### src/hdl/tgst_pkg.sv
// Shared constants, register index codes and the BCD helper for the two-gate speed trap.
`timescale 1ns / 1ps

package tgst_pkg;

   localparam int STAMP_WIDTH_DEFAULT = 32;

   localparam int NUM_WIDTH       = 24;
   localparam int SPEED_WIDTH     = 7;
   localparam int TICKS_WIDTH     = 16;
   localparam int DISPLAY_WIDTH   = 8;
   localparam int CSR_INDEX_WIDTH = 3;
   localparam int CSR_DATA_WIDTH  = NUM_WIDTH;

   localparam logic [NUM_WIDTH-1:0]   NUMERATOR_RESET = 24'd36000;
   localparam logic [SPEED_WIDTH-1:0] LIMIT_RESET     = 7'd20;
   localparam logic [TICKS_WIDTH-1:0] TIMEOUT_RESET   = 16'd15000;
   localparam logic [TICKS_WIDTH-1:0] HOLDOFF_RESET   = 16'd5000;
   localparam logic [TICKS_WIDTH-1:0] ALERT_RESET     = 16'd10000;

   localparam logic [SPEED_WIDTH-1:0] SPEED_MAX = 7'd99;

   typedef enum logic [CSR_INDEX_WIDTH-1:0] {
      CSR_SPEED_NUMERATOR = 3'd0,
      CSR_SPEED_LIMIT     = 3'd1,
      CSR_WAIT_TIMEOUT    = 3'd2,
      CSR_HOLDOFF         = 3'd3,
      CSR_ALERT_TICKS     = 3'd4
   } csr_index_type;

   typedef enum logic [1:0] {
      PH_IDLE   = 2'd0,
      PH_WAIT_A = 2'd1,
      PH_WAIT_B = 2'd2,
      PH_HOLD   = 2'd3
   } phase_type;

   // two BCD digits of a value 0..99; tens by reciprocal multiply, exact below 179
   function automatic logic [DISPLAY_WIDTH-1:0] to_bcd(input logic [SPEED_WIDTH-1:0] v);
      logic [13:0]            prod;
      logic [3:0]             tens;
      logic [SPEED_WIDTH-1:0] rest;
      prod = 14'(v) * 14'd103;
      tens = prod[13:10];
      rest = v - SPEED_WIDTH'(SPEED_WIDTH'(tens) * 7'd10);
      return {tens, rest[3:0]};
   endfunction

endpackage

### src/hdl/two_gate_speed_trap.sv
// Two-gate speed trap: tick handling, bit-serial speed divider and result register.
`timescale 1ns / 1ps

// Usage
//  - req_* carries one tick per transaction: the levels of gate A and gate B.
//  - rsp_* returns one transaction per tick: held display byte (BCD speed, 0x00
//    after a timeout), alert level, reading-done and timeout pulses.
//  - csr_* writes the five setup registers (numerator, limit, wait timeout,
//    hold-off, alert length) by index; write only while no tick is in flight.
// Flow
//  - An ordinary tick goes from ST_ACCEPT to ST_EMIT, which loads rsp_valid.
//  - A tick that completes a reading runs the restoring divider, one numerator
//    bit per cycle, then round/clamp (ST_FIN) and BCD (ST_BCD) before ST_EMIT.
//  - Ticks are processed one at a time; the next tick is accepted once the
//    current one has reached the result register.
// Reset clears control state, loads the register defaults; held display is 0x00.
// A stalled receiver holds the result; one further tick may be accepted and
// processed, then waits until the result register frees.
module two_gate_speed_trap #(
   parameter int STAMP_WIDTH = tgst_pkg::STAMP_WIDTH_DEFAULT
) (
   input  logic                                 clock,
   input  logic                                 reset,
   input  logic                                 req_valid,
   output logic                                 req_ready,
   input  logic                                 req_gate_a_level,
   input  logic                                 req_gate_b_level,
   output logic                                 rsp_valid,
   input  logic                                 rsp_ready,
   output logic [tgst_pkg::DISPLAY_WIDTH-1:0]   rsp_display_code,
   output logic                                 rsp_alert_on,
   output logic                                 rsp_reading_done,
   output logic                                 rsp_wait_expired,
   input  logic                                 csr_write_enable,
   input  logic [tgst_pkg::CSR_INDEX_WIDTH-1:0] csr_index,
   input  logic [tgst_pkg::CSR_DATA_WIDTH-1:0]  csr_write_data
);

   localparam int NW = tgst_pkg::NUM_WIDTH;
   localparam int SW = tgst_pkg::SPEED_WIDTH;
   localparam int TW = tgst_pkg::TICKS_WIDTH;
   localparam int DW = tgst_pkg::DISPLAY_WIDTH;
   localparam int CNT_WIDTH = $clog2(NW);

   typedef enum logic [2:0] {
      ST_ACCEPT,
      ST_DIV,
      ST_FIN,
      ST_BCD,
      ST_EMIT
   } st_type;

   // control and state
   st_type              st_ff, st_in;
   tgst_pkg::phase_type phase_ff, phase_in;
   logic [1:0]             prev_ff, prev_in;
   logic [STAMP_WIDTH-1:0] tick_ff, tick_in;
   logic [STAMP_WIDTH-1:0] first_stamp_ff, first_stamp_in;
   logic [TW-1:0]          timer_ff, timer_in;
   logic [STAMP_WIDTH-1:0] alert_start_ff, alert_start_in;
   logic [DW-1:0]          display_ff, display_in;
   logic                   alert_ff, alert_in;
   logic                   done_ff, done_in;
   logic                   tmo_ff, tmo_in;

   // setup registers
   logic [NW-1:0] num_ff, num_in;
   logic [SW-1:0] limit_ff, limit_in;
   logic [TW-1:0] wait_timeout_ff, wait_timeout_in;
   logic [TW-1:0] holdoff_ff, holdoff_in;
   logic [TW-1:0] alert_ticks_ff, alert_ticks_in;

   // divider
   logic [STAMP_WIDTH-1:0] div_ff, div_in;
   logic [STAMP_WIDTH-1:0] rem_ff, rem_in;
   logic [NW-1:0]          quo_ff, quo_in;
   logic [CNT_WIDTH-1:0]   cnt_ff, cnt_in;
   logic [SW-1:0]          spd_ff, spd_in;
   logic                   fast_ff, fast_in;

   // result register
   logic          rsp_valid_ff, rsp_valid_in;
   logic [DW-1:0] rsp_display_ff, rsp_display_in;
   logic          rsp_alert_ff, rsp_alert_in;
   logic          rsp_done_ff, rsp_done_in;
   logic          rsp_tmo_ff, rsp_tmo_in;

   // combinational temporaries
   logic [1:0]             lv;
   logic                   changed;
   logic                   ev_a, ev_b, finish;
   logic [STAMP_WIDTH-1:0] tick_n;
   logic [STAMP_WIDTH-1:0] alert_elapsed;
   logic [TW-1:0]          timer_inc;
   logic [STAMP_WIDTH:0]   rem_sh, diff;
   logic                   take;
   logic                   round_up, over_max, over_limit;

   assign req_ready         = (st_ff == ST_ACCEPT);
   assign rsp_valid         = rsp_valid_ff;
   assign rsp_display_code  = rsp_display_ff;
   assign rsp_alert_on      = rsp_alert_ff;
   assign rsp_reading_done  = rsp_done_ff;
   assign rsp_wait_expired  = rsp_tmo_ff;

   always_comb begin
      st_in           = st_ff;
      phase_in        = phase_ff;
      prev_in         = prev_ff;
      tick_in         = tick_ff;
      first_stamp_in  = first_stamp_ff;
      timer_in        = timer_ff;
      alert_start_in  = alert_start_ff;
      display_in      = display_ff;
      alert_in        = alert_ff;
      done_in         = done_ff;
      tmo_in          = tmo_ff;
      num_in          = num_ff;
      limit_in        = limit_ff;
      wait_timeout_in = wait_timeout_ff;
      holdoff_in      = holdoff_ff;
      alert_ticks_in  = alert_ticks_ff;
      div_in          = div_ff;
      rem_in          = rem_ff;
      quo_in          = quo_ff;
      cnt_in          = cnt_ff;
      spd_in          = spd_ff;
      fast_in         = fast_ff;
      rsp_valid_in    = rsp_valid_ff;
      rsp_display_in  = rsp_display_ff;
      rsp_alert_in    = rsp_alert_ff;
      rsp_done_in     = rsp_done_ff;
      rsp_tmo_in      = rsp_tmo_ff;

      lv            = {req_gate_b_level, req_gate_a_level};
      changed       = (lv != prev_ff);
      ev_a          = changed && req_gate_a_level &&
                      (phase_ff == tgst_pkg::PH_IDLE || phase_ff == tgst_pkg::PH_WAIT_A);
      ev_b          = !ev_a && changed && req_gate_b_level &&
                      (phase_ff == tgst_pkg::PH_IDLE || phase_ff == tgst_pkg::PH_WAIT_B);
      finish        = (ev_a && phase_ff == tgst_pkg::PH_WAIT_A) ||
                      (ev_b && phase_ff == tgst_pkg::PH_WAIT_B);
      tick_n        = tick_ff + 1'b1;
      alert_elapsed = tick_n - alert_start_ff;
      timer_inc     = timer_ff + 1'b1;

      rem_sh = {rem_ff, quo_ff[NW-1]};
      diff   = rem_sh - {1'b0, div_ff};
      take   = !diff[STAMP_WIDTH];

      round_up   = ({rem_ff, 1'b0} >= {1'b0, div_ff});
      over_max   = (quo_ff > NW'(tgst_pkg::SPEED_MAX)) ||
                   (quo_ff == NW'(tgst_pkg::SPEED_MAX) && rem_ff != '0);
      over_limit = (quo_ff > NW'(limit_ff)) ||
                   (quo_ff == NW'(limit_ff) && rem_ff != '0);

      if (csr_write_enable) begin
         unique case (csr_index)
            tgst_pkg::CSR_SPEED_NUMERATOR: num_in          = csr_write_data[NW-1:0];
            tgst_pkg::CSR_SPEED_LIMIT:     limit_in        = csr_write_data[SW-1:0];
            tgst_pkg::CSR_WAIT_TIMEOUT:    wait_timeout_in = csr_write_data[TW-1:0];
            tgst_pkg::CSR_HOLDOFF:         holdoff_in      = csr_write_data[TW-1:0];
            tgst_pkg::CSR_ALERT_TICKS:     alert_ticks_in  = csr_write_data[TW-1:0];
            default: ;
         endcase
      end

      if (rsp_ready) begin
         rsp_valid_in = 1'b0;
      end

      unique case (st_ff)
         ST_ACCEPT: begin
            if (req_valid) begin
               tick_in = tick_n;
               prev_in = lv;
               done_in = 1'b0;
               tmo_in  = 1'b0;
               st_in   = ST_EMIT;
               if ((ev_a || ev_b) && phase_ff == tgst_pkg::PH_IDLE) begin
                  first_stamp_in = tick_n;
                  phase_in       = ev_a ? tgst_pkg::PH_WAIT_B : tgst_pkg::PH_WAIT_A;
                  timer_in       = '0;
               end else if (finish) begin
                  // second gate: start the divide, display/alert land in ST_BCD
                  phase_in = tgst_pkg::PH_HOLD;
                  timer_in = '0;
                  done_in  = 1'b1;
                  div_in   = tick_n - first_stamp_ff;
                  quo_in   = num_ff;
                  rem_in   = '0;
                  cnt_in   = CNT_WIDTH'(NW - 1);
                  st_in    = ST_DIV;
               end else if (phase_ff == tgst_pkg::PH_WAIT_A ||
                            phase_ff == tgst_pkg::PH_WAIT_B) begin
                  if (timer_inc >= wait_timeout_ff) begin
                     display_in = '0;
                     tmo_in     = 1'b1;
                     phase_in   = tgst_pkg::PH_IDLE;
                     timer_in   = '0;
                  end else begin
                     timer_in = timer_inc;
                  end
               end else if (phase_ff == tgst_pkg::PH_HOLD) begin
                  if (timer_inc >= holdoff_ff) begin
                     phase_in = tgst_pkg::PH_IDLE;
                     timer_in = '0;
                  end else begin
                     timer_in = timer_inc;
                  end
               end
               // expiry against the old start; a fast reading re-arms it later
               if (alert_ff && alert_elapsed > STAMP_WIDTH'(alert_ticks_ff)) begin
                  alert_in = 1'b0;
               end
            end
         end
         ST_DIV: begin
            rem_in = take ? diff[STAMP_WIDTH-1:0] : rem_sh[STAMP_WIDTH-1:0];
            quo_in = {quo_ff[NW-2:0], take};
            cnt_in = cnt_ff - 1'b1;
            if (cnt_ff == '0) begin
               st_in = ST_FIN;
            end
         end
         ST_FIN: begin
            if (div_ff == '0) begin
               spd_in  = tgst_pkg::SPEED_MAX;
               fast_in = 1'b1;
            end else begin
               spd_in  = over_max ? tgst_pkg::SPEED_MAX : quo_ff[SW-1:0] + SW'(round_up);
               fast_in = over_limit;
            end
            st_in = ST_BCD;
         end
         ST_BCD: begin
            display_in = tgst_pkg::to_bcd(spd_ff);
            if (fast_ff) begin
               alert_in       = 1'b1;
               alert_start_in = tick_ff;
            end
            st_in = ST_EMIT;
         end
         ST_EMIT: begin
            if (!rsp_valid_ff || rsp_ready) begin
               rsp_valid_in   = 1'b1;
               rsp_display_in = display_ff;
               rsp_alert_in   = alert_ff;
               rsp_done_in    = done_ff;
               rsp_tmo_in     = tmo_ff;
               st_in          = ST_ACCEPT;
            end
         end
         default: st_in = ST_ACCEPT;
      endcase
   end

   always_ff @(posedge clock) begin
      if (reset) begin
         st_ff           <= ST_ACCEPT;
         phase_ff        <= tgst_pkg::PH_IDLE;
         prev_ff         <= '0;
         tick_ff         <= '0;
         first_stamp_ff  <= '0;
         timer_ff        <= '0;
         alert_start_ff  <= '0;
         display_ff      <= '0;
         alert_ff        <= 1'b0;
         done_ff         <= 1'b0;
         tmo_ff          <= 1'b0;
         num_ff          <= tgst_pkg::NUMERATOR_RESET;
         limit_ff        <= tgst_pkg::LIMIT_RESET;
         wait_timeout_ff <= tgst_pkg::TIMEOUT_RESET;
         holdoff_ff      <= tgst_pkg::HOLDOFF_RESET;
         alert_ticks_ff  <= tgst_pkg::ALERT_RESET;
         rsp_valid_ff    <= 1'b0;
      end else begin
         st_ff           <= st_in;
         phase_ff        <= phase_in;
         prev_ff         <= prev_in;
         tick_ff         <= tick_in;
         first_stamp_ff  <= first_stamp_in;
         timer_ff        <= timer_in;
         alert_start_ff  <= alert_start_in;
         display_ff      <= display_in;
         alert_ff        <= alert_in;
         done_ff         <= done_in;
         tmo_ff          <= tmo_in;
         num_ff          <= num_in;
         limit_ff        <= limit_in;
         wait_timeout_ff <= wait_timeout_in;
         holdoff_ff      <= holdoff_in;
         alert_ticks_ff  <= alert_ticks_in;
         rsp_valid_ff    <= rsp_valid_in;
      end
      div_ff         <= div_in;
      rem_ff         <= rem_in;
      quo_ff         <= quo_in;
      cnt_ff         <= cnt_in;
      spd_ff         <= spd_in;
      fast_ff        <= fast_in;
      rsp_display_ff <= rsp_display_in;
      rsp_alert_ff   <= rsp_alert_in;
      rsp_done_ff    <= rsp_done_in;
      rsp_tmo_ff     <= rsp_tmo_in;
   end

`ifndef SYNTHESIS
   a_pulses_exclusive: assert property (@(posedge clock) disable iff (reset)
      rsp_valid |-> !(rsp_reading_done && rsp_wait_expired))
      else $error("reading and timeout flagged in one transaction");

   a_timeout_blanks: assert property (@(posedge clock) disable iff (reset)
      rsp_valid && rsp_wait_expired |-> rsp_display_code == '0)
      else $error("timeout transaction with non-blank display");

   a_reading_bcd: assert property (@(posedge clock) disable iff (reset)
      rsp_valid && rsp_reading_done |->
         rsp_display_code[3:0] <= 4'd9 && rsp_display_code[7:4] <= 4'd9)
      else $error("reading display not valid BCD");

   a_reading_holds: assert property (@(posedge clock) disable iff (reset)
      st_ff == ST_BCD |-> phase_ff == tgst_pkg::PH_HOLD && done_ff)
      else $error("speed finishing outside hold-off");
`endif

endmodule
### config.mk
export PLATFORM = sky130hd
export DESIGN_NAME = two_gate_speed_trap
export DESIGN_NICKNAME = d
export VERILOG_FILES = /design/src/hdl/tgst_pkg.sv /design/src/hdl/two_gate_speed_trap.sv
export SDC_FILE = /design/constraint.sdc
export NUM_CORES = 1
export LEC_CHECK = 0
export ABC_AREA = 0
export CAP_MARGIN = 20
export CORE_MARGIN = 5
export CORE_UTILIZATION = 55
export CTS_CLUSTER_DIAMETER = 80
export DETAILED_ROUTE_END_ITERATION = 8
export DONT_BUFFER_PORTS = 1
export PLACE_DENSITY = 0.74
export SKIP_CTS_REPAIR_TIMING = 1
export SLEW_MARGIN = 0
export SYNTH_ARGS = -nofsm -noshare
export SYNTH_HDL_FRONTEND = slang
export SYNTH_SLANG_ARGS = --single-unit
### constraint.sdc
create_clock -name clock -period 8.5 [get_ports clock]
set_input_delay 0.85 -clock clock [delete_from_list [all_inputs] [get_ports clock]]
set_output_delay 0.85 -clock clock [all_outputs]
set_load 0.01 [all_outputs]
# After elaboration in Yosys (flattened, before gate mapping)
# Cells that the tools add are included.
classes:
  addsub: 8
  n_mul: 2
  order_cmp: 6
  n_eq_ne: 25
  muxes: 51
  bitwise_logic: 1
  reduce_logical: 49
ops:
  columns: ["op", "n"]
  rows:
  - ["two-way mux 32 bit", 4]
  - ["two-way mux 16 bit", 6]
  - ["two-way mux 24 bit", 3]
  - ["case mux 32 bit (2 select lines)", 1]
  - ["subtractor 32 bit", 2]
  - ["case mux 24 bit (2 select lines)", 1]
  - ["two-way mux 8 bit", 5]
  - [">= comparator 33 x 32 -> 1 bit", 1]
  - ["subtractor 33 x 32 -> 33 bit", 1]
  - ["adder 32 x 1 -> 32 bit, second input constant", 1]
  - [">= comparator 16 bit", 2]
  - ["greater-than comparator 32 x 16 -> 1 bit", 1]
  - ["logical NOT 32 bit", 1]
  - ["nonzero test 32 bit", 1]
  - ["equality test 24 x 7 -> 1 bit", 1]
  - ["equality test 24 x 7 -> 1 bit, second input constant", 1]
  - ["greater-than comparator 24 x 7 -> 1 bit", 1]
  - ["greater-than comparator 24 x 7 -> 1 bit, second input constant", 1]
  - ["adder 16 x 1 -> 16 bit, second input constant", 1]
  - ["case mux 8 bit (2 select lines)", 1]
  - ["AND reduction 2 bit", 8]
  - ["two-way mux 3 bit", 5]
  - ["two-way mux 5 bit", 3]
  - ["case mux 3 bit (5 select lines)", 1]
  - ["32 further kinds", 89]
word_totals:
  regBits: 322
  output_inout_bits: 13
  wordCells: 169

# Logic depth before layout (Yosys ltp)
depth:
  depth_word: 13
  depth_mapped: 25
  depth_no_buf: 24

# Worst setup path after synthesis
# Ideal clock, no wire load.
synth_path:
  kind: "input port to flip-flop"
  startpoint: "input req_gate_a_level"
  endpoint: "register cnt_ff[0], enable pin"
  arrival_time_ns: 5.707
  required_ns: 7.945
  path_slack_ns: 2.238
  cell_stages: 6
  n_path_buf: 0
  cell_sequence: "xnor2_1 -> nand2_1 -> inv_1 -> nor3_1 -> a21oi_1 -> nor3_1"
synth_between:
  elab_chain_cells: 11
  word_cells_on_any_way: 15
  classes_between: "3 x eq/ne; 12 x reduce/logical"
synth_rtl:
  columns: ["item", "line", "source"]
  rows:
  - ["from (decl)", "two_gate_speed_trap.sv:26", "input logic req_gate_a_level,"]
  - ["inequality test 2 bit", "two_gate_speed_trap.sv:136", "changed = (lv != prev_ff);"]
  - ["logical AND 1 bit (2 in a row)", "two_gate_speed_trap.sv:137", "ev_a = changed && req_gate_a_level &&"]
  - ["logical NOT 1 bit", "two_gate_speed_trap.sv:139", "ev_b = !ev_a && changed && req_gate_b_level &&"]
  - ["logical AND 1 bit (3 in a row)", "two_gate_speed_trap.sv:139", null]
  - ["logical AND 1 bit / logical OR 1 bit (equally long branches)", "two_gate_speed_trap.sv:142, two_gate_speed_trap.sv:180", null]
  - ["logical OR 1 bit / logical AND 1 bit (equally long branches)", "two_gate_speed_trap.sv:141, two_gate_speed_trap.sv:180", null]
  - ["inequality test 2 x 1 -> 1 bit (no line) / inequality test 2 bit (equally long branches)", null, null]
  - ["AND reduction 4 bit (no line) *", null, null]
  - ["to (signal assigned)", "two_gate_speed_trap.sv:299", "cnt_ff <= cnt_in;"]
  - ["to (decl)", "two_gate_speed_trap.sv:77", "logic [CNT_WIDTH-1:0] cnt_ff, cnt_in;"]
# Mark *: on every way between the ends. The rest lies on a longest branch, timed or not.
# A chain may end at the register's enable or synchronous reset.

# Worst setup path after layout
layout_path:
  startpoint: "register tick_ff[0]"
  endpoint: "register alert_ff"
layout_between:
  elab_chain_cells: 6
layout_rtl:
  columns: ["item", "line", "source"]
  rows:
  - ["from (decl)", "two_gate_speed_trap.sv:57", "logic [STAMP_WIDTH-1:0] tick_ff, tick_in;"]
  - ["from (signal assigned)", "two_gate_speed_trap.sv:281", "tick_ff <= tick_in;"]
  - ["adder 32 x 1 -> 32 bit", "two_gate_speed_trap.sv:143", "tick_n = tick_ff + 1'b1;"]
  - ["net tick_n[6]", "two_gate_speed_trap.sv:92", "logic [STAMP_WIDTH-1:0] tick_n;"]
  - ["subtractor 32 bit", "two_gate_speed_trap.sv:144", "alert_elapsed = tick_n - alert_start_ff;"]
  - ["greater-than comparator 32 x 16 -> 1 bit", "two_gate_speed_trap.sv:213", "if (alert_ff && alert_elapsed > STAMP_WIDTH'(alert_ticks_ff)) begin"]
  - ["logical AND 1 bit", "two_gate_speed_trap.sv:213", null]
  - ["inequality test 2 x 1 -> 1 bit (no line)", null, null]
  - ["AND reduction 4 bit (no line)", null, null]
  - ["to (signal assigned)", "two_gate_speed_trap.sv:286", "alert_ff <= alert_in;"]
  - ["to (decl)", "two_gate_speed_trap.sv:62", "logic alert_ff, alert_in;"]
# The timed path passes the listed nets, and every way through them passes these cells.

==> results.py <==
metrics = {
    "synthesis": {
        "synth_ff_type": "dfxtp_1",
        "yosysTopAreaCell": "dfxtp_1",
        "yosys_warnings": 0,
        "ys_types": 76,
        "syn_area_um2": 20500,
        "synth.area.top_cells": "dfxtp_1, edfxtp_1, ha_1",
        "synthTopCellsByCount": "nand2_1, inv_1, a21oi_1, dfxtp_1, ha_1",
        "ys_seq_area_frac": 0.369,
        "avgSynthCellArea_um2": 8.47,
        "ys_async_sr_fraction": 0,
        "synth_nets": 2664,
        "synth_seq_cells": 322,
        "yosys.area.top_type_share": 0.205,
        "synth-edff-count": 112,
        "synthesis.instances": 2423,
        "synth.most_common_cell": "nand2_1",
    },
    "pwr": {
        "leakage_nw": 9.35,
        "ir_drop_mv": 0.174,
        "powerDensity_nw_per_um2": 161,
    },
    "worst_setup_path": {
        "endpoint_kind": "flop",
        "path_class": "reg2reg",
        "cp.required_ps": 8970,
        "crit_top_cell": "ha_1",
        "cpMaxStageDelayCell": "dfxtp_1",
        "worstPathArrival_ps": 6360,
        "critPathMaxFanout": 11,
        "cp-start-kind": "flop",
        "max_stage_delay_ps": 600,
        "crit_chain": "ha_1 -> nand2_1 -> xnor2_1 -> ha_1 -> a21o_1 -> or4_1 -> a31o_2 -> a21oi_1 -> o21ai_0 -> xor2_1 -> ha_1 -> nand4_1 -> or4_1 -> o21ai_0 -> o2111ai_1 -> a2111oi_2 -> nand4_1 -> a2111o_1 -> o31ai_2",
    },
    "drt": {
        "wl_met3_um": 2580,
        "antenna_left": 0,
        "routedWlPerCell_um": 17.2,
        "drc": 0,
        "dr.max_layer_used": "met4",
        "vias": 16600,
        "routed_wirelength_um": 49500,
        "drt_pass1_iterations": 6,
        "met2_length_um": 22700,
        "wl_met1_um": 22600,
        "drt_iter0_markers": 1206,
        "vias_per_cell": 5.76,
    },
    "clock_tree": {
        "cts.path.max_buffers": 3,
        "root_buffer": "clkbuf_16",
        "insertion_delay_ps": 560,
        "cts_made_buffers": 38,
        "path_clk_slew_ps": 60,
        "cts_tree": "built",
        "clock-sinks": 322,
        "cts_htree_levels": 2,
    },
    "floorplanning": {
        "io_pins": 47,
        "fp.dieW_um": 203,
        "start_util": 0.559,
        "dieArea_um2": 41300,
        "die_h_um": 203,
        "core_area_um2": 36700,
        "rows": 70,
    },
    "outcome": {
        "status": "finished, final reports clean",
    },
    "cells_and_area": {
        "instances_no_fill": 2881,
        "area_delta_synth_final_pct": 7.78,
        "final_util": 0.603,
        "diodes": 0,
        "fin_area_um2": 22100,
        "n_fill_cell": 3176,
        "layout-drive-gt1-share": 0.0419,
        "nets": 2625,
    },
    "timing": {
        "fin_crit_sh": 0.693,
        "slew_viol_final": 0,
        "setup_tns_ps": 0,
        "max_freq_ghz": 0.170,
        "rsz0062_at_grt": "no",
        "setup_viol": 0,
        "finalCriticalPeriod_ps": 5890,
        "finalHoldViolations": 0,
        "clock_skew_ps": 19.8,
        "relSlewSlack": 0.303,
        "whs_ps": 364,
        "tightest_slew_ps": 1050,
    },
    "worst_hold_path": {
        "hold_path_class": "in2reg",
    },
    "global_routing": {
        "antenna_found_initial": 0,
        "grt_pass1_wl_um": 81200,
        "grt_max_degree": 194,
        "track_usage": 0.237,
        "grt.overflow.total": 0,
        "grt_pass1_vias": 16000,
    },
    "placement": {
        "place_inst": 2810,
        "dp_hpwl_um": 36300,
        "portBuffers": 0,
        "placed_cell_area_um2": 20800,
        "gp_congestion": 0.922,
    },
    "flow_run": {
        "drv_cap": 0,
    },
}
-- registers in the layout (all words and copies together), names as in the netlist, 24 cells and up --
register / count
rem_ff: 32
alert_start_ff: 32
tick_ff: 32
div_ff: 32
quo_ff: 24
first_stamp_ff: 32
num_ff: 24
-- critical path, delay by kind of cell, from the launching register on --
kind	cells	cell delay, ps
compound gates	9	2270
xor+xnor	2	490
fa+ha+maj	3	1080
flops	1	600
simple gates	5	1360
-- power by group --
group	leakage (nW)	switching, mW	internal, mW
clock network	0.607	0.672	0.949
registers	2.71	0.0181	1.62
logic	6.03	0.170	0.128
-- per-stage QoR --
step | power [mW] | worst slack (ps)
after floorplan | 1.91 | 2240
after global placement | 1.96 | 2830
after detailed placement | 1.96 | 2620
after CTS | 3.59 | 2560
after global routing | 3.69 | 2240
final | 3.56 | 2610
-- placed cells by master (no fill, tap or decap), drive strengths merged, types with 34 or more instances in the layout --
cell    instances
xnor2          90
a21o           59
nor2          194
xor2           74
nand4          34
nand2         393
nand3          53
a21oi         213
o21ai          77
clkbuf         52
dfxtp         210
mux2i          57
inv           220
ha            195
edfxtp        112
-- worst paths after layout --
path / end / slack [ps] / depth (start not counted) / from
setup / recovery: alert_ff / 2610 / 19 / tick_ff[0]
hold reg to reg: rsp_display_code[1] / 440 / 0 / display_ff[1]
setup reg to reg: alert_ff / 2610 / 19 / tick_ff[0]
hold / removal: alert_start_ff[17] / 360 / 1 / reset
-- per-layer routing --
layer | GRT usage | vias to the layer above
li1 | - | 8286
met1 | 0.331 | 7764
met2 | 0.382 | 429
met3 | 0.0297 | 108
met4 | 0.0819 | 0
met5 | 0 | -
-- cell families (layout without fill, tap and decap cells) --
family                   after synthesis  after routing  synth area share
AO/OA/AOI/OAI                        494            494             0.150
AND/OR/NAND/NOR                      872            872             0.194
XOR/XNOR                             164            164            0.0700
adder cells (fa/ha/maj)              207            207             0.131
multiplexers                          59             59            0.0289
buffers and inverters                305            295            0.0576
flip-flops                           322            322             0.369
-- final cells by class --
cell class              instances  area (µm²)  area share
clock inverters                17         179     0.00809
clock buffers                  52        1060      0.0481
inverters                     215         807      0.0365
repair buffers                 11         103     0.00464
multi-input cells            1796       11800       0.534
flip-flops and latches        322        7570       0.342
well taps                     468         586      0.0265
Power figures use the tool's default switching activity.
